File: src/design/spsc_pkg.sv
// Shared types, codes and constants of the seat position seek controller.
`timescale 1ns / 1ps

package spsc_pkg;

	// Input opcodes
	localparam logic [1:0] OP_STATUS = 2'd0;
	localparam logic [1:0] OP_TARGET = 2'd1;
	localparam logic [1:0] OP_TICK   = 2'd2;

	// Result kinds
	localparam logic [1:0] KIND_MOTOR = 2'd0;
	localparam logic [1:0] KIND_EVENT = 2'd1;
	localparam logic [1:0] KIND_REQ   = 2'd2;

	// Motion and drive directions
	localparam logic [1:0] DIR_OFF = 2'd0;
	localparam logic [1:0] DIR_INC = 2'd1;
	localparam logic [1:0] DIR_DEC = 2'd2;

	// Request status codes
	localparam logic [1:0] ST_OK      = 2'd0;
	localparam logic [1:0] ST_INVALID = 2'd1;
	localparam logic [1:0] ST_UNKNOWN = 2'd2;

	// Calibration code that no frame may carry
	localparam logic [1:0] LRN_BAD = 2'd3;

	// Configuration register indexes
	localparam logic [1:0] REG_SPEED   = 2'd0;
	localparam logic [1:0] REG_TIMEOUT = 2'd1;

	localparam logic [7:0]  POS_UNKNOWN   = 8'd255;
	localparam logic [7:0]  POS_MAX       = 8'd100;
	localparam logic [7:0]  SPEED_RESET   = 8'd50;
	localparam logic [7:0]  SPEED_BAD     = 8'd255;
	localparam logic [15:0] TIMEOUT_RESET = 16'd10000;

	localparam int SETTLE_WINDOW_MS = 500;
	localparam int TIMER_BITS_DEF   = 16;

	// Bundle queue between front and back
	localparam int Q_DEPTH = 4;
	localparam int Q_AW    = $clog2(Q_DEPTH);
	localparam int Q_CW    = $clog2(Q_DEPTH + 1);

	// Most results one item can cause
	localparam int MAX_RES = 4;
	localparam int RES_IW  = $clog2(MAX_RES);
	localparam int RES_CW  = $clog2(MAX_RES + 1);

	typedef struct packed {
		logic [1:0] kind;
		logic [1:0] dir;
		logic [7:0] speed;
		logic [7:0] evpos;
		logic [1:0] status;
	} res_t;

	typedef struct packed {
		logic [RES_CW-1:0]       cnt;
		res_t [MAX_RES-1:0]      res;
	} bundle_t;

	function automatic res_t mk_res(logic [1:0] kind, logic [1:0] dir, logic [7:0] speed,
			logic [7:0] evpos, logic [1:0] status);
		res_t r;
		r.kind   = kind;
		r.dir    = dir;
		r.speed  = speed;
		r.evpos  = evpos;
		r.status = status;
		return r;
	endfunction

endpackage

File: src/design/spsc_front.sv
// Front end: accepts items, keeps the seek state and builds the result bundle of each item.
`timescale 1ns / 1ps

module spsc_front #(
	parameter int TIMER_BITS = spsc_pkg::TIMER_BITS_DEF
) (
	input  logic                  clk,
	input  logic                  arst_n,
	input  logic                  s_tvalid,
	output logic                  s_tready,
	input  logic [23:0]           s_tdata,
	input  logic [1:0]            s_tuser,
	input  logic                  cfg_valid,
	output logic                  cfg_ready,
	input  logic [1:0]            cfg_index,
	input  logic [15:0]           cfg_data,
	input  logic                  q_full,
	output logic                  q_push,
	output spsc_pkg::bundle_t     q_wdata
);

	localparam int CMP_W = (TIMER_BITS > 16) ? TIMER_BITS : 16;

	logic [7:0]            speed_q, cur_pos_q, goal_pos_q, seen_pos_q;
	logic [15:0]           timeout_q;
	logic [1:0]            cur_mot_q, goal_dir_q, seen_mot_q;
	logic                  active_q;
	logic [TIMER_BITS-1:0] elapsed_q;

	logic [7:0]            cur_pos_d, goal_pos_d, seen_pos_d;
	logic [1:0]            cur_mot_d, goal_dir_d, seen_mot_d;
	logic                  active_d;
	logic [TIMER_BITS-1:0] elapsed_d;

	logic [7:0]  pos, tgt;
	logic [1:0]  mot, lrn;
	logic        fire;
	logic        st_bad, loop_on, settle_hold, changed, reached, timed_out;
	logic [CMP_W-1:0] elapsed_x;
	logic [spsc_pkg::RES_CW-1:0] n;
	spsc_pkg::bundle_t bnd;
	logic [7:0]  cfg_speed;

	assign pos = s_tdata[7:0];
	assign mot = s_tdata[9:8];
	assign lrn = s_tdata[11:10];
	assign tgt = s_tdata[19:12];

	assign s_tready  = !q_full;
	assign cfg_ready = 1'b1;
	assign fire      = s_tvalid && s_tready;

	// Status checks run on the incoming values, which become the current ones
	assign elapsed_x   = CMP_W'(elapsed_q);
	assign st_bad      = (pos > spsc_pkg::POS_MAX && pos != spsc_pkg::POS_UNKNOWN) ||
			lrn == spsc_pkg::LRN_BAD;
	assign loop_on     = active_q && goal_dir_q != spsc_pkg::DIR_OFF &&
			goal_pos_q != spsc_pkg::POS_UNKNOWN;
	assign settle_hold = elapsed_x < CMP_W'(spsc_pkg::SETTLE_WINDOW_MS) &&
			mot == spsc_pkg::DIR_OFF && pos != goal_pos_q;
	assign changed     = seen_pos_q != pos || seen_mot_q != mot;
	assign reached     = pos != spsc_pkg::POS_UNKNOWN &&
			((goal_dir_q == spsc_pkg::DIR_INC && pos >= goal_pos_q) ||
			 (goal_dir_q == spsc_pkg::DIR_DEC && pos <= goal_pos_q));
	assign timed_out   = elapsed_x > CMP_W'(timeout_q);

	always_comb begin
		cur_pos_d  = cur_pos_q;
		cur_mot_d  = cur_mot_q;
		goal_pos_d = goal_pos_q;
		goal_dir_d = goal_dir_q;
		active_d   = active_q;
		elapsed_d  = elapsed_q;
		seen_pos_d = seen_pos_q;
		seen_mot_d = seen_mot_q;
		bnd        = '0;
		n          = '0;
		if (fire) begin
			case (s_tuser)
				spsc_pkg::OP_STATUS: begin
					if (st_bad) begin
						bnd.res[0] = spsc_pkg::mk_res(spsc_pkg::KIND_REQ, spsc_pkg::DIR_OFF,
								8'd0, 8'd0, spsc_pkg::ST_INVALID);
						n = spsc_pkg::RES_CW'(1);
					end else begin
						if (pos != cur_pos_q) begin
							bnd.res[n[spsc_pkg::RES_IW-1:0]] = spsc_pkg::mk_res(
									spsc_pkg::KIND_EVENT, spsc_pkg::DIR_OFF, 8'd0, pos,
									spsc_pkg::ST_OK);
							n = n + 1'b1;
						end
						cur_pos_d = pos;
						cur_mot_d = mot;
						if (loop_on && !settle_hold) begin
							if (changed) begin
								// Motor found stopped short: off, then resend the move
								if (mot == spsc_pkg::DIR_OFF && pos != goal_pos_q) begin
									bnd.res[n[spsc_pkg::RES_IW-1:0]] = spsc_pkg::mk_res(
											spsc_pkg::KIND_MOTOR, spsc_pkg::DIR_OFF, 8'd0,
											8'd0, spsc_pkg::ST_OK);
									n = n + 1'b1;
									bnd.res[n[spsc_pkg::RES_IW-1:0]] = spsc_pkg::mk_res(
											spsc_pkg::KIND_MOTOR, goal_dir_q, speed_q,
											8'd0, spsc_pkg::ST_OK);
									n = n + 1'b1;
								end
								seen_pos_d = pos;
								seen_mot_d = mot;
							end
							if (reached || timed_out) begin
								bnd.res[n[spsc_pkg::RES_IW-1:0]] = spsc_pkg::mk_res(
										spsc_pkg::KIND_MOTOR, spsc_pkg::DIR_OFF, 8'd0,
										8'd0, spsc_pkg::ST_OK);
								n = n + 1'b1;
								goal_pos_d = spsc_pkg::POS_UNKNOWN;
								goal_dir_d = spsc_pkg::DIR_OFF;
								active_d   = 1'b0;
								elapsed_d  = '0;
								seen_pos_d = spsc_pkg::POS_UNKNOWN;
								seen_mot_d = spsc_pkg::DIR_OFF;
							end
						end
					end
				end
				spsc_pkg::OP_TARGET: begin
					if (tgt > spsc_pkg::POS_MAX) begin
						bnd.res[0] = spsc_pkg::mk_res(spsc_pkg::KIND_REQ, spsc_pkg::DIR_OFF,
								8'd0, 8'd0, spsc_pkg::ST_INVALID);
						n = spsc_pkg::RES_CW'(1);
					end else if (cur_pos_q == spsc_pkg::POS_UNKNOWN) begin
						bnd.res[0] = spsc_pkg::mk_res(spsc_pkg::KIND_REQ, spsc_pkg::DIR_OFF,
								8'd0, 8'd0, spsc_pkg::ST_UNKNOWN);
						n = spsc_pkg::RES_CW'(1);
					end else begin
						// Always stop first
						bnd.res[0] = spsc_pkg::mk_res(spsc_pkg::KIND_MOTOR, spsc_pkg::DIR_OFF,
								8'd0, 8'd0, spsc_pkg::ST_OK);
						n = spsc_pkg::RES_CW'(1);
						goal_pos_d = spsc_pkg::POS_UNKNOWN;
						goal_dir_d = spsc_pkg::DIR_OFF;
						active_d   = 1'b0;
						elapsed_d  = '0;
						if (cur_pos_q == tgt) begin
							if (cur_mot_q != spsc_pkg::DIR_OFF) begin
								bnd.res[n[spsc_pkg::RES_IW-1:0]] = spsc_pkg::mk_res(
										spsc_pkg::KIND_MOTOR, spsc_pkg::DIR_OFF, 8'd0,
										8'd0, spsc_pkg::ST_OK);
								n = n + 1'b1;
							end
						end else begin
							goal_dir_d = (cur_pos_q < tgt) ? spsc_pkg::DIR_INC :
									spsc_pkg::DIR_DEC;
							goal_pos_d = tgt;
							active_d   = 1'b1;
							bnd.res[n[spsc_pkg::RES_IW-1:0]] = spsc_pkg::mk_res(
									spsc_pkg::KIND_MOTOR, goal_dir_d, speed_q, 8'd0,
									spsc_pkg::ST_OK);
							n = n + 1'b1;
						end
						bnd.res[n[spsc_pkg::RES_IW-1:0]] = spsc_pkg::mk_res(
								spsc_pkg::KIND_REQ, spsc_pkg::DIR_OFF, 8'd0, 8'd0,
								spsc_pkg::ST_OK);
						n = n + 1'b1;
					end
				end
				spsc_pkg::OP_TICK: begin
					// Saturating millisecond count
					if (elapsed_q != {TIMER_BITS{1'b1}}) begin
						elapsed_d = elapsed_q + 1'b1;
					end
				end
				default: begin
				end
			endcase
		end
		bnd.cnt = n;
	end

	assign q_push  = fire && n != '0;
	assign q_wdata = bnd;

	// Out-of-range speed codes fall back to the reset speed
	assign cfg_speed = (cfg_data[7:0] == 8'd0 || cfg_data[7:0] == spsc_pkg::SPEED_BAD) ?
			spsc_pkg::SPEED_RESET : cfg_data[7:0];

	always_ff @(posedge clk or negedge arst_n) begin
		if (!arst_n) begin
			speed_q    <= spsc_pkg::SPEED_RESET;
			timeout_q  <= spsc_pkg::TIMEOUT_RESET;
			cur_pos_q  <= spsc_pkg::POS_UNKNOWN;
			cur_mot_q  <= 2'd3;
			goal_pos_q <= spsc_pkg::POS_UNKNOWN;
			goal_dir_q <= spsc_pkg::DIR_OFF;
			active_q   <= 1'b0;
			elapsed_q  <= '0;
			seen_pos_q <= spsc_pkg::POS_UNKNOWN;
			seen_mot_q <= spsc_pkg::DIR_OFF;
		end else begin
			cur_pos_q  <= cur_pos_d;
			cur_mot_q  <= cur_mot_d;
			goal_pos_q <= goal_pos_d;
			goal_dir_q <= goal_dir_d;
			active_q   <= active_d;
			elapsed_q  <= elapsed_d;
			seen_pos_q <= seen_pos_d;
			seen_mot_q <= seen_mot_d;
			if (cfg_valid && cfg_ready) begin
				case (cfg_index)
					spsc_pkg::REG_SPEED:   speed_q   <= cfg_speed;
					spsc_pkg::REG_TIMEOUT: timeout_q <= cfg_data;
					default: begin
					end
				endcase
			end
		end
	end

endmodule

File: src/design/spsc_queue.sv
// Short bundle queue that decouples the front end from the result emitter.
`timescale 1ns / 1ps

module spsc_queue (
	input  logic              clk,
	input  logic              arst_n,
	input  logic              push,
	input  spsc_pkg::bundle_t wdata,
	output logic              full,
	input  logic              pop,
	output logic              rvalid,
	output spsc_pkg::bundle_t rdata
);

	spsc_pkg::bundle_t            mem_q [spsc_pkg::Q_DEPTH];
	logic [spsc_pkg::Q_AW-1:0]    wr_ptr_q, rd_ptr_q;
	logic [spsc_pkg::Q_CW-1:0]    cnt_q;
	logic                         do_push, do_pop;

	assign full    = cnt_q == spsc_pkg::Q_CW'(spsc_pkg::Q_DEPTH);
	assign rvalid  = cnt_q != '0;
	assign rdata   = mem_q[rd_ptr_q];
	assign do_push = push && !full;
	assign do_pop  = pop && rvalid;

	always_ff @(posedge clk) begin
		if (do_push) begin
			mem_q[wr_ptr_q] <= wdata;
		end
	end

	always_ff @(posedge clk or negedge arst_n) begin
		if (!arst_n) begin
			wr_ptr_q <= '0;
			rd_ptr_q <= '0;
			cnt_q    <= '0;
		end else begin
			if (do_push) begin
				wr_ptr_q <= wr_ptr_q + 1'b1;
			end
			if (do_pop) begin
				rd_ptr_q <= rd_ptr_q + 1'b1;
			end
			case ({do_push, do_pop})
				2'b10:   cnt_q <= cnt_q + 1'b1;
				2'b01:   cnt_q <= cnt_q - 1'b1;
				default: cnt_q <= cnt_q;
			endcase
		end
	end

endmodule

File: src/design/spsc_back.sv
// Back end: unpacks each bundle into single results on the output register.
`timescale 1ns / 1ps

module spsc_back (
	input  logic              clk,
	input  logic              arst_n,
	input  logic              q_rvalid,
	input  spsc_pkg::bundle_t q_rdata,
	output logic              q_pop,
	output logic              m_tvalid,
	input  logic              m_tready,
	output logic [23:0]       m_tdata,
	output logic [1:0]        m_tuser,
	output logic              m_tlast
);

	logic [spsc_pkg::RES_IW-1:0] idx_q;
	logic                        m_tvalid_q, m_tlast_q;
	logic [23:0]                 m_tdata_q;
	logic [1:0]                  m_tuser_q;
	logic                        slot_free, load, is_last;
	spsc_pkg::res_t              cur;

	assign slot_free = !m_tvalid_q || m_tready;
	assign load      = q_rvalid && slot_free;
	assign cur       = q_rdata.res[idx_q];
	assign is_last   = spsc_pkg::RES_CW'(idx_q) + 1'b1 == q_rdata.cnt;
	assign q_pop     = load && is_last;

	always_ff @(posedge clk or negedge arst_n) begin
		if (!arst_n) begin
			m_tvalid_q <= 1'b0;
			idx_q      <= '0;
		end else begin
			if (slot_free) begin
				m_tvalid_q <= q_rvalid;
			end
			if (load) begin
				idx_q <= is_last ? '0 : idx_q + 1'b1;
			end
		end
	end

	always_ff @(posedge clk) begin
		if (load) begin
			m_tdata_q <= {4'd0, cur.status, cur.evpos, cur.speed, cur.dir};
			m_tuser_q <= cur.kind;
			m_tlast_q <= is_last;
		end
	end

	assign m_tvalid = m_tvalid_q;
	assign m_tdata  = m_tdata_q;
	assign m_tuser  = m_tuser_q;
	assign m_tlast  = m_tlast_q;

endmodule

File: src/design/seat_position_seek_controller.sv
// Top level of the seat position seek controller: front end, bundle queue and emitter.
// Usage:
//   Items arrive on the s_ stream: s_tuser holds the opcode (status report, set target,
//   millisecond tick), s_tdata the status and target fields. Each transfer may cause up to
//   four results (motor commands, position change events, request status replies), sent
//   one per transfer on the m_ stream with m_tuser holding the kind and m_tlast marking
//   the final result of the item. Items with no result cause no transfer at all.
//   The cfg_ channel writes motor_speed (index 0) and move_timeout_ms (index 1); it is
//   always ready and is meant to be used only while the block is idle.
// Timing:
//   The front end evaluates an item in the cycle it is accepted, so one item per cycle
//   is taken while the bundle queue has room. Each result passes through the bundle queue
//   and then the output register, which emits the results of an item in turn, one per
//   cycle while m_tready is high, so the output register and its emitter set the sustained rate.
// Reset:
//   arst_n clears the position to unknown, drops any move, empties the queue and loads
//   the register reset values. No clearing pass is needed.
// Stalls:
//   When m_tready is low the output register holds its result, the emitter stops and the
//   four-entry queue fills; once it is full s_tready drops until results drain.
`timescale 1ns / 1ps

module seat_position_seek_controller #(
	parameter int TIMER_BITS = spsc_pkg::TIMER_BITS_DEF
) (
	input  logic        clk,
	input  logic        arst_n,
	input  logic        s_tvalid,
	output logic        s_tready,
	// [7:0] reported_position, [9:8] reported_motion, [11:10] reported_learning,
	// [19:12] target_position, [23:20] zero
	input  logic [23:0] s_tdata,
	// [1:0] opcode
	input  logic [1:0]  s_tuser,
	output logic        m_tvalid,
	input  logic        m_tready,
	// [1:0] drive_direction, [9:2] drive_speed, [17:10] event_position,
	// [19:18] status_code, [23:20] zero
	output logic [23:0] m_tdata,
	// [1:0] kind
	output logic [1:0]  m_tuser,
	output logic        m_tlast,
	input  logic        cfg_valid,
	output logic        cfg_ready,
	input  logic [1:0]  cfg_index,
	input  logic [15:0] cfg_data
);

	logic              q_full, q_push, q_rvalid, q_pop;
	spsc_pkg::bundle_t q_wdata, q_rdata;

	// Classify items, update seek state, build result bundles
	spsc_front #(
		.TIMER_BITS(TIMER_BITS)
	) u_front (
		.clk       (clk),
		.arst_n    (arst_n),
		.s_tvalid  (s_tvalid),
		.s_tready  (s_tready),
		.s_tdata   (s_tdata),
		.s_tuser   (s_tuser),
		.cfg_valid (cfg_valid),
		.cfg_ready (cfg_ready),
		.cfg_index (cfg_index),
		.cfg_data  (cfg_data),
		.q_full    (q_full),
		.q_push    (q_push),
		.q_wdata   (q_wdata)
	);

	// Hold bundles so either side can stall on its own
	spsc_queue u_queue (
		.clk    (clk),
		.arst_n (arst_n),
		.push   (q_push),
		.wdata  (q_wdata),
		.full   (q_full),
		.pop    (q_pop),
		.rvalid (q_rvalid),
		.rdata  (q_rdata)
	);

	// Emit one result per transfer
	spsc_back u_back (
		.clk      (clk),
		.arst_n   (arst_n),
		.q_rvalid (q_rvalid),
		.q_rdata  (q_rdata),
		.q_pop    (q_pop),
		.m_tvalid (m_tvalid),
		.m_tready (m_tready),
		.m_tdata  (m_tdata),
		.m_tuser  (m_tuser),
		.m_tlast  (m_tlast)
	);

	// A request status reply always closes the results of its item
	a_req_is_last: assert property (@(posedge clk) disable iff (!arst_n)
		m_tvalid && m_tuser == spsc_pkg::KIND_REQ |-> m_tlast)
		else $error("request status without tlast");

	// An off command never carries a speed
	a_off_no_speed: assert property (@(posedge clk) disable iff (!arst_n)
		m_tvalid && m_tuser == spsc_pkg::KIND_MOTOR && m_tdata[1:0] == spsc_pkg::DIR_OFF
		|-> m_tdata[9:2] == 8'd0)
		else $error("off command with nonzero speed");

	// Only an event carries a position
	a_evpos_only_event: assert property (@(posedge clk) disable iff (!arst_n)
		m_tvalid && m_tuser != spsc_pkg::KIND_EVENT |-> m_tdata[17:10] == 8'd0)
		else $error("position in a non-event result");

	// Emitter never pops an empty queue
	a_no_empty_pop: assert property (@(posedge clk) disable iff (!arst_n)
		q_pop |-> q_rvalid)
		else $error("pop from empty bundle queue");

endmodule
File: config.mk
export PLATFORM = sky130hd
export DESIGN_NAME = seat_position_seek_controller
export DESIGN_NICKNAME = d
export VERILOG_FILES = /design/src/design/spsc_pkg.sv /design/src/design/spsc_front.sv /design/src/design/spsc_queue.sv /design/src/design/spsc_back.sv /design/src/design/seat_position_seek_controller.sv
export SDC_FILE = /design/constraint.sdc
export NUM_CORES = 1
export LEC_CHECK = 0
export ABC_CLOCK_PERIOD_IN_PS = 7900
export BUFFER_PORTS_ARGS = -buffer_cell sky130_fd_sc_hd__buf_4
export CAP_MARGIN = 20
export CORE_MARGIN = 2
export CORE_UTILIZATION = 45
export DETAILED_ROUTE_END_ITERATION = 16
export SLEW_MARGIN = 20
export SYNTH_ARGS = -nofsm -noshare
export SYNTH_HDL_FRONTEND = slang
export SYNTH_SLANG_ARGS = --single-unit
File: constraint.sdc
create_clock -name clk -period 7.9 [get_ports clk]
set_input_delay 1.58 -clock clk [delete_from_list [all_inputs] [get_ports clk]]
set_output_delay 1.58 -clock clk [all_outputs]
set_load 0.05 [all_outputs]
Word-level counts from Yosys, hierarchy flattened

Memory sizes are Yosys's and may differ from the RTL's.
Index checks and enable logic that the tools add are counted.

Register bits after elaboration: 104
Bits in writable memories: 364
Input port bits: 49
Logic and storage cells: 224
Memories kept: 1

Add/sub/neg operators: 11
Magnitude comparators: 16
Equal/unequal tests: 26
Mux-type cells: 97
Bitwise operators: 8
Reduce and logical (&&, ||, !) cells: 47

Memory list:

| memory        | words | bits a word | read ports | clocked after memory_dff | write ports | RTL line         | text |
|---|---|---|---|---|---|---|---|
| u_queue.mem_q | 4     | 91          | 1          | 0                        | 1           | spsc_queue.sv:15 | `spsc_pkg::bundle_t mem_q [spsc_pkg::Q_DEPTH];` |

Operators with widths:

| operator                                                         | number |
|---|---|
| 88-bit 2-to-1 mux                                                | 9 |
| 22-bit 2-to-1 mux                                                | 15 |
| 66-bit 2-to-1 mux                                                | 3 |
| 22-bit demux with 2-bit select                                   | 4 |
| 88-bit NOT                                                       | 2 |
| 88-bit case mux with 2 select lines                              | 1 |
| 16-bit 2-to-1 mux                                                | 6 |
| 22-bit by 88-bit bitwise AND with 88-bit output                  | 1 |
| 88-bit bitwise AND                                               | 1 |
| 88-bit bitwise mux                                               | 1 |
| 42-bit by 84-bit bitwise AND with 84-bit output                  | 1 |
| 84-bit NOT                                                       | 1 |
| 8-bit 2-to-1 mux                                                 | 9 |
| 3-bit 2-to-1 mux                                                 | 19 |
| 16-bit case mux with 3 select lines                              | 1 |
| 22-bit binary-select mux with 2-bit select                       | 1 |
| 2-bit 2-to-1 mux                                                 | 12 |
| 8-bit != test                                                    | 3 |
| 21-bit 2-to-1 mux                                                | 1 |
| 1-bit logical AND                                                | 20 |
| 20-bit 2-to-1 mux                                                | 1 |
| 16-bit by 1-bit adder with 16-bit output (second input constant) | 1 |
| 8-bit equality test (second input constant)                      | 2 |
| 16-bit > comparator                                              | 1 |
| 39 further kinds                                                 | 89 |

Logic depth before layout (Yosys ltp)

Gate-level depths: netlist of the first run.

Depth after elaboration: 25
Mapped depth: 17

Hierarchy

From an unflattened synthesis of the first run, not the netlist that was laid out.

Cell total of the unflattened synthesis: 1172
Area, all modules: 20327.0 um^2

Modules (own cells, without submodules):

| module     | instances | cells an instance | area each (um^2) |
|---|---|---|---|
| spsc_queue | 1         | 512               | 13548.0 |
| spsc_front | 1         | 586               | 5306.3 |
| spsc_back  | 1         | 74                | 1472.7 |

Worst setup path after synthesis of the first run

No wires, ideal clock.

Path type: input -> register
Start: in s_tdata[7]
End: mem u_queue.mem_q[0][0] in the netlist's numbering, enable pin
Library setup time: 0.396 ns
Arrival: 4.323 ns
Required time: 7.504 ns
Setup slack: 3.181 ns
Stages: 10
Cell sequence: ha_1 a21oi_1 o21ai_0 or3_1 o22a_1 and4_1 buf_6 nor3b_2 nor4_4 and2b_1

RTL lines:

| element         | RTL line                            | text |
|---|---|---|
| start, declared | seat_position_seek_controller.sv:32 | `input logic [23:0] s_tdata,` |
| end, declared   | spsc_queue.sv:15                    |  |

==> results of run 1 <==
[synth_stat cells, drive strengths merged, types with 7 or more instances]
master,instances
o21a,8
and3,10
mux4,39
xnor2,20
nand2,67
nand3,15
nor2,29
dfstp,34
or3,15
xor2,7
nand4,27
inv,50
nor4,8
a21oi,38
o22a,10
a22o,15
edfxtp,175
nor3,15
ha,43
buf,20
clkbuf,18
o21ai,24
nand2b,7
dfrtp,47
and2,30
mux2,17
[layout make-up]
cell class / instances / area (sq um) / share of cell area
Clock inverter: 14 / 185.2 / 0.01356
Timing Repair Buffer: 80 / 620.6 / 0.04546
Clock buffer: 38 / 779.5 / 0.05710
Multi-Input combinational cell: 512 / 4134 / 0.3028
Inverter: 50 / 187.7 / 0.01375
Tap cell: 335 / 419.2 / 0.03070
Sequential cell: 256 / 7326 / 0.5366
[state kept, by name, summed over array words and instances (netlist names), 3 cells and up]
name	flops
u_queue.mem_q	152
u_back.m_tdata	20
u_front.elapsed_q	16
u_front.timeout_q	16
u_front.cur_pos_q	8
u_front.goal_pos_q	8
u_front.seen_pos_q	8
u_front.speed_q	8
u_queue.cnt_q	3
[metal layers]
layer | part of all wire | global-route usage
met3 | 0.042 | 0.02669
met2 | 0.48 | 0.2964
met5 | 0 | 0
met4 | 0.012 | 0.03592
met1 | 0.46 | 0.2461
[through the flow]
step           utilization  area [sq um]  total power [mW]  std cells  setup WS [ns]
2_1_floorplan            -         11830             2.854        856          3.181
3_3_place_gp        0.4886         12660             3.200       1232          2.439
3_5_place_dp        0.4896         12690             3.227       1233          2.410
4_1_cts             0.5269         13650             4.594       1285          2.962
5_1_grt             0.5269         13650             4.771       1285          2.716
6_report            0.5269         13650             4.527       1285          2.994
[critical path: cells and delay by family]
kind                   cells  cell delay [ns]
and+or+nand+nor            7             2.90
buffers and inverters      2             0.60
[worst max path at each step]
stage	startpoint	endpoint	slack, ns	depth (start not counted)
CTS	s_tuser[1]	u_queue.mem_q[1][55]	2.96	9
global placement	s_tuser[1]	u_queue.mem_q[0][60]	2.44	9
floorplan	s_tdata[7]	u_queue.mem_q[0][0]	3.18	10
finish	s_tuser[1]	u_queue.mem_q[1][55]	2.99	9
global route	s_tuser[1]	u_queue.mem_q[1][55]	2.72	9
detailed placement	s_tdata[7]	u_queue.mem_q[1][59]	2.41	11
[report_power, final]
part	internal (mW)	total (mW)	switching (mW)
sequential	1.77	1.89	0.116
combinational	0.527	1.29	0.765
clock	0.824	1.35	0.526
total	3.12	4.53	1.41
[kinds of logic after synthesis]
family	Yosys count	synth area share
compound gates	127	0.07418
other cells	2	0.0006360
flops	256	0.6203
mux	58	0.09261
xor+xnor	27	0.02003
fa+ha+maj	44	0.04726
buf+inv	88	0.03179
simple gates	247	0.1132
==> results.cfg, run 1 <==
[drt]
ant_nets = 0
first_iter_violations = 419
wl_per_cell_microns = 18.61
via_per_inst = 5.440
vias = 6990
firstDrtPassIters = 5
drt-total-wl_microns = 23910
route.detailed.drc = 0

[flow_run]
maxCapViolations = 0

[cts]
cts_max_path_buffers = 3
post_cts_resize_count = 0
tritoncts = built
cts-hold-fix-buffers = 0
htreeDepth = 1
cts_buffers = 28
clock_latency_ns = 0.54
clk_pin_slew_worst_paths_ns = 0.06
cts_sinks = 256
post-cts-setup-buffers = 0
cts-root-buf = clkbuf_16

[global_routing]
grt_pass1_vias = 7168
track_usage = 0.1762
grt_antenna_before_repair = 0
grt_pass1_wl_microns = 39130
grt_max_degree = 63
grt-ovfl-total = 0

[cells_and_area]
final_common_cell = edfxtp_1
antenna_cells = 0
fin_nets = 1021
nFillCells = 2240
area_delta_synth_final_pct = 15.62
drive_gt1_frac = 0.2474
final_cell_mix = 175 x edfxtp_1, 79 x buf_4, 67 x nand2_1

[floorplan]
die_area_sq_um = 27550
initial_core_util = 0.4557
io_pins = 79
core_sq_um = 25910
fp-row-count = 59
die_y_microns = 166.0
die_w_microns = 166.0

[timing]
fin_hold_ws_ns = 0.4707
finClkSkew_ns = 0.01062
slew_headroom = 0.3527
setup_tns_ns = 0
finalMaxSlewViolations = 0
fin_crit_sh = 0.6210
timing.fmax_mhz = 203.8
finalHoldViolations = 0
fin_crit_ns = 4.906
finalSetupViolCount = 0
rsz0062_at_grt = no
tightest_slew_ns = 0.9709

[logic_synthesis]
synth-edff-count = 175
ys_seq_area_frac = 0.6203
ys_top_cells_by_area = edfxtp_1 45%, dfrtp_1 10%, dfstp_2 7.6%
yosysTopAreaCellShare = 0.4451
async_reset_ff_frac = 0.3164
netlist_area_sq_um = 11810
synth_top_area_cell = edfxtp_1
synth_flop_cell = edfxtp_1
yosysWarnings = 0
syn_avg_cell_area_sq_um = 13.91
synthCells = 849
synth.distinct_cells = 69
ys_ff_latch = 256

[placement]
place_congestion = 0.8379
hpwl_microns = 15990
place.port_buffers = 69

[setup_path]
end_kind = flop
path_common_cell = buf_4
worstPathCellList = buf_4, or2_2, nor2_1, and3_1, nand2_1, nor3b_2, nor4_4, and2b_1, buf_4
r2r-end = u_queue.mem_q[1][55]
critPathKind = in2reg
crit_fanout = 21
start_kind = input port
rr_worst_depth = 11
slowest_stage = and2b_1
rrSetupSlack_ns = 3.50
worstPathArrival_ns = 5.11
r2r_start = u_front.timeout_q[9]
crit_required_ns = 8.10
critPathMaxStageDelay_ns = 0.78

[min_path]
hold_depth = 2
min_from = u_front.cur_mot_q[1]
hold_path.class = reg2reg
worstHoldEndpoint = u_front.cur_mot_q[1]

[power]
cellLeakagePower_nw = 5.278
power_density_nw_per_um2 = 331.6
ir_worst_vdd_mv = 0.2981

[run_status]
outcome = completed
No activity file was read; power rests on OpenSTA's default activity.
==> run 2: changes to the inputs <==
--- a/config.mk
+++ b/config.mk
@@ -5,7 +5,8 @@
 export SDC_FILE = /design/constraint.sdc
 export NUM_CORES = 1
 export LEC_CHECK = 0
-export ABC_CLOCK_PERIOD_IN_PS = 7900
+export ABC_AREA = 1
+export ABC_CLOCK_PERIOD_IN_PS = 4000
 export BUFFER_PORTS_ARGS = -buffer_cell sky130_fd_sc_hd__buf_4
 export CAP_MARGIN = 20
 export CORE_MARGIN = 2
==> constraint.sdc (replaced) <==
create_clock -name clk -period 4 [get_ports clk]
set_input_delay 0.8 -clock clk [delete_from_list [all_inputs] [get_ports clk]]
set_output_delay 0.8 -clock clk [all_outputs]
set_load 0.05 [all_outputs]
==> run 2 against run 1 <==
Critical path depth is 13 higher; combinational power is 120% higher; non-clock buffer count is 13 higher; synthesized cell count grew 40%; power is 95% higher; routed wire length is 12% higher; clock power rose by 77%; worst hold slack got worse by 0.11 ns; setup slack worse by 2.6 ns; first-iteration DRC count increased by 58%; sequential share of layout area fell by 1.1 points; die area up 2.2%; critical endpoint is now u_queue.cnt_q[2]; largest power group unchanged.
==> results.cfg, run 2 <==
[global_routing]
track_usage = 0.1945
grt_antenna_before_repair = 0
grt_pass1_wl_microns = 43640
grt-ovfl-total = 0
grt_max_degree = 61
grt_pass1_vias = 8179

[cts]
cts-hold-fix-buffers = 0
cts_max_path_buffers = 3
post-cts-setup-buffers = 0
clk_pin_slew_worst_paths_ns = 0.06
post_cts_resize_count = 0
cts_buffers = 27
clock_latency_ns = 0.53
tritoncts = built
cts_sinks = 256
htreeDepth = 1
cts-root-buf = clkbuf_16

[floorplan]
fp-row-count = 59
die_w_microns = 167.8
die_y_microns = 167.8
core_sq_um = 26210
die_area_sq_um = 28150
initial_core_util = 0.4605
io_pins = 79

[logic_synthesis]
syn_avg_cell_area_sq_um = 10.16
netlist_area_sq_um = 12070
synth_flop_cell = edfxtp_1
async_reset_ff_frac = 0.3164
yosysTopAreaCellShare = 0.4354
synth.distinct_cells = 49
synth_common_cells = 175 x edfxtp_1, 168 x nand2_1, 160 x nor2_1
yosysWarnings = 0
synth_top_area_cell = edfxtp_1
ys_seq_area_frac = 0.6069
ys_ff_latch = 256
synthCells = 1188
yosysMostFrequentCell = edfxtp_1
ys_top_cells_by_area = edfxtp_1 44%, dfrtp_1 9.7%, dfstp_2 7.4%
synth-edff-count = 175

[cells_and_area]
drive_gt1_frac = 0.1594
layout.cells.non_filler = 1627
regMostFlops = u_queue.mem_q
design_area_sq_um = 13940
nFillCells = 2355
largest_register_ffs = 152
area_delta_synth_final_pct = 15.54
antenna_cells = 0
fin_nets = 1365
final_cell_mix = 175 x edfxtp_1, 168 x nand2_1, 156 x nor2_1
final_common_cell = edfxtp_1
final_core_util = 0.5321

[timing]
slew_headroom = 0.2985
finalHoldViolations = 0
finalMaxSlewViolations = 0
tightest_slew_ns = 1.048
rsz0062_at_grt = no
fin_crit_ns = 3.603
finClkSkew_ns = 0.01399
timing.fmax_mhz = 277.6
fin_crit_sh = 0.9006
setup_ws_ns = 0.3975
fin_hold_ws_ns = 0.3625
finalSetupViolCount = 0

[placement]
place.port_buffers = 69
hpwl_microns = 18170
pre_cts_slack_ns = 0.04776
dpl.cell_count = 1578
placed_area_sq_um = 13090
place_congestion = 0.8496

[setup_path]
critPathMaxStageDelay_ns = 0.55
critPathKind = reg2reg
crit_required_ns = 4.40
start_kind = flop
critical-path-top-delay-family = adder cells
worstPathCellList = inv_1, ha_1, nand2_2, nor2_4, nand4_2, nand2_1, o21bai_1, inv_1, ha_1, inv_1, nand2_1, nand3_1, nand2_1, a21oi_2, nand2_1, inv_2, ha_1, inv_1, fa_1, a21oi_1, o21ai_0, xor2_1
worstPathArrival_ns = 4.01
crit_fanout = 3
critPathBufInv = 5
slowest_stage = dfstp_2
end_kind = flop

[drt]
firstDrtPassIters = 6
drt-total-wl_microns = 26820
via_per_inst = 5.191
vias = 8446
ant_nets = 0
wl_per_cell_microns = 16.48
first_iter_violations = 662
route.detailed.drc = 0

[power]
cellLeakagePower_nw = 5.857
ir_worst_vdd_mv = 0.4594
power_density_nw_per_um2 = 632.9

[min_path]
hold_path.class = in2async

[flow_run]
maxCapViolations = 0

[run_status]
outcome = completed
run 2: changes by cell type after synthesis, moves of 16 or more:
cell	delta
inv_1	+76
nand3_1	+41
mux4_2	-39
nor2_1	+132
o22ai_1	+25
o21ai_0	+102
nand2_1	+101
and2_1	-30
mux2_2	-16
run 2: final timing paths:
check	start	cells after the start	slack, ns	end
worst max-delay path	u_front.goal_pos_q[7]	22	0.40	u_queue.cnt_q[2]
worst min-delay path	arst_n	1	0.36	u_queue.cnt_q[1]
worst max register to register	u_front.goal_pos_q[7]	22	0.40	u_queue.cnt_q[2]
worst min register to register	u_queue.cnt_q[0]	1	0.47	u_queue.cnt_q[0]
max in group asynchronous	arst_n	2	2.89	u_front.cur_pos_q[3]
min in group clk	u_queue.cnt_q[0]	1	0.47	u_queue.cnt_q[0]
run 2: cell families (layout without fill, tap and decap cells):
group	after synthesis	after routing	synth area share
buffers and inverters	179	276	0.05982
adder cells (fa/ha/maj)	44	44	0.04624
AO/OA/AOI/OAI	227	227	0.1046
other	2	9	0.0006223
flip-flops	256	256	0.6069
AND/OR/NAND/NOR	455	455	0.1637
XOR/XNOR	25	25	0.01814
run 2: metal layers:
metal	global-route usage	up-vias	part of all wire
met1	0.2667	4046	0.46
met4	0.04008	0	0.013
met3	0.02210	30	0.041
met5	0	-	0
met2	0.3369	157	0.49
li1	-	4213	-
run 2: worst register-to-register path, delay by kind of cell (launching register included):
family / cells / cell delay [ns]
simple gates: 8 / 0.80
compound gates: 4 / 0.55
flops: 1 / 0.55
xor+xnor: 1 / 0.15
fa+ha+maj: 4 / 1.11
buf+inv: 5 / 0.35
run 2: cell type report:
type	count	area, sq um	area share
tap	335	419.2	0.03006
sequential	256	7326	0.5253
inverter	134	505.5	0.03625
clock inverter	17	147.6	0.01059
multi-input combinational	760	4094	0.2936
clock buffer	32	704.4	0.05052
timing repair buffer	93	748.2	0.05366
run 2: per-stage QoR:
stage | TNS [ns] | total power, mW
6_report | 0 | 8.826
5_1_grt | 0 | 9.384
4_1_cts | 0 | 8.931
3_5_place_dp | 0 | 6.521
3_3_place_gp | 0 | 6.469
2_1_floorplan | -73.44 | 5.617
run 2: power by group:
| part | internal (mW) | total (mW) | switching [mW] |
|---|---|---|---|
| Combinational | 0.889 | 2.87 | 1.98 |
| Sequential | 3.35 | 3.57 | 0.211 |
| Clock | 1.39 | 2.39 | 1.00 |
==> run 3: changes to the inputs <==
--- a/config.mk
+++ b/config.mk
@@ -6,7 +6,7 @@
 export NUM_CORES = 1
 export LEC_CHECK = 0
 export ABC_AREA = 1
-export ABC_CLOCK_PERIOD_IN_PS = 4000
+export ABC_CLOCK_PERIOD_IN_PS = 4140
 export BUFFER_PORTS_ARGS = -buffer_cell sky130_fd_sc_hd__buf_4
 export CAP_MARGIN = 20
 export CORE_MARGIN = 2
==> constraint.sdc (replaced) <==
create_clock -name clk -period 4.14 [get_ports clk]
set_input_delay 0.828 -clock clk [delete_from_list [all_inputs] [get_ports clk]]
set_output_delay 0.828 -clock clk [all_outputs]
set_load 0.05 [all_outputs]
==> run 3 against run 2 <==
Routed wire length shrank 0.48%; non-clock buffer count shrank 2; die area unchanged; combinational power decreased by 3%; critical path type unchanged; critical endpoint unchanged.
==> results.cfg, run 3 (synthesized netlist as in run 2, its figures left out) <==
[timing]
finClkSkew_ns = 0.01318
fin_crit_ns = 3.587
slew_headroom = 0.2953
tightest_slew_ns = 1.047
finalMaxSlewViolations = 0
finalSetupViolCount = 0
finalHoldViolations = 0
setup_ws_ns = 0.5525
fin_crit_sh = 0.8665
rsz0062_at_grt = no
timing.fmax_mhz = 278.7

[drt]
drt-total-wl_microns = 26690
ant_nets = 0
vias = 8460
via_per_inst = 5.200
firstDrtPassIters = 5
route.detailed.drc = 0
wl_per_cell_microns = 16.41
first_iter_violations = 537

[setup_path]
r2r_start = u_front.goal_pos_q[7]
end_kind = flop
cp-startpoint = u_front.goal_pos_q[7]
crit_fanout = 3
crit_required_ns = 4.56
worstPathCellList = inv_1, ha_1, nand2_2, nor2_4, nand4_2, nand2_1, o21bai_1, inv_1, ha_1, inv_1, nand2_1, nand3_1, nand2_1, a21oi_2, nand2_1, inv_2, ha_1, inv_1, fa_1, a21oi_1, o21ai_0, xor2_1
worstPathArrival_ns = 4.01
start_kind = flop
cp_num_cells = 22
r2r-end = u_queue.cnt_q[2]
rrSetupSlack_ns = 0.55
critPathKind = reg2reg
cp-endpoint = u_queue.cnt_q[2]
rr_worst_depth = 22
critical-path-top-delay-family = adder cells
critPathMaxStageDelay_ns = 0.55
slowest_stage = dfstp_2
critPathBufInv = 5

[cts]
post-cts-setup-buffers = 0
cts-root-buf = clkbuf_16
cts-hold-fix-buffers = 0
post_cts_resize_count = 0
htreeDepth = 1
clock_latency_ns = 0.54
clk_pin_slew_worst_paths_ns = 0.06
tritoncts = built
cts_buffers = 28
cts_sinks = 256
cts_max_path_buffers = 3

[cells_and_area]
multi_input_area_sq_um = 4094
largest_register_ffs = 152
final_common_cell = edfxtp_1
nFillCells = 2334
regMostFlops = u_queue.mem_q
final_cell_mix = 175 x edfxtp_1, 168 x nand2_1, 156 x nor2_1
regArea_sq_um = 7326
fin_nets = 1364
layout.cells.non_filler = 1627
antenna_cells = 0
area_delta_synth_final_pct = 16.09
drive_gt1_frac = 0.1587

[power]
ir_worst_vdd_mv = 0.2809
swShare = 0.3592
pwr-share-seq = 0.396
p_comb_frac = 0.318
cellLeakagePower_nw = 5.885
pwr-share-clk = 0.285
power_density_nw_per_um2 = 621.6
switchingPower_mw = 3.129
p_int_mw = 5.580

[placement]
place.port_buffers = 69
hpwl_microns = 17800
place_congestion = 0.8412
pre_cts_slack_ns = 0.1573
dpl.cell_count = 1576

[flow_run]
maxCapViolations = 0

[min_path]
hold_path.class = in2async

[global_routing]
track_usage = 0.1912
grt_max_degree = 75
grt_antenna_before_repair = 0
grt_pass1_vias = 7910
grt-ovfl-total = 0
grt_pass1_wl_microns = 42780

[floorplan]
core_sq_um = 26210
io_pins = 79
die_area_sq_um = 28150
die_y_microns = 167.8
initial_core_util = 0.4605
die_w_microns = 167.8
fp-row-count = 59

[run_status]
outcome = completed
## run 3: cell count changes in the layout (fill, tap and decap cells not counted), sizes merged
| cell | change |
|---|---|
| buf | -2 |
| bufinv | +1 |
| clkbuf | +2 |
| clkinv | -2 |
| inv | +1 |
## run 3: cell type report
class	count	area share
clock buffers	34	0.05385
clock inverters	17	0.01277
inverters	134	0.03608
multi-input cells	760	0.2922
flip-flops and latches	256	0.5229
well taps	335	0.02992
repair buffers	91	0.05233
## run 3: how the worst min path moves through the flow
stage,startpoint,slack [ns],endpoint
2_1_floorplan,u_front.active_q,0.44,u_front.active_q
3_3_place_gp,u_front.active_q,0.45,u_front.active_q
3_5_place_dp,u_front.seen_pos_q[7],0.46,u_front.seen_pos_q[7]
4_1_cts,m_tready,0.47,u_back.m_tvalid
5_1_grt,m_tready,0.46,u_back.m_tvalid
6_report,arst_n,0.46,u_queue.cnt_q[1]
## run 3: power groups by stage
stage / clock network (mW) / registers, mW / logic [mW]
after floorplan: 0 / 3.85 / 1.57
after global placement: 0 / 3.50 / 2.76
after detailed placement: 0 / 3.50 / 2.79
after CTS: 2.54 / 3.46 / 2.81
after global routing: 2.66 / 3.50 / 3.10
final: 2.48 / 3.45 / 2.77
## run 3: metrics by stage
stage,power [mW],area [sq um],hold WS [ns],util,setup TNS [ns]
2_1_floorplan,5.427,12100,0.4356,-,-56.42
3_3_place_gp,6.254,13080,0.4486,0.4990,0
3_5_place_dp,6.299,13080,0.4647,0.4990,0
4_1_cts,8.805,14010,0.4653,0.5346,0
5_1_grt,9.255,14010,0.4648,0.5346,0
6_report,8.709,14010,0.4627,0.5346,0
## run 3: layer usage
metal | global-route usage | routed length, microns
met4 | 0.04877 | 471
met2 | 0.3272 | 12950
met1 | 0.2612 | 12120
met3 | 0.02257 | 1156
met5 | 0 | 0
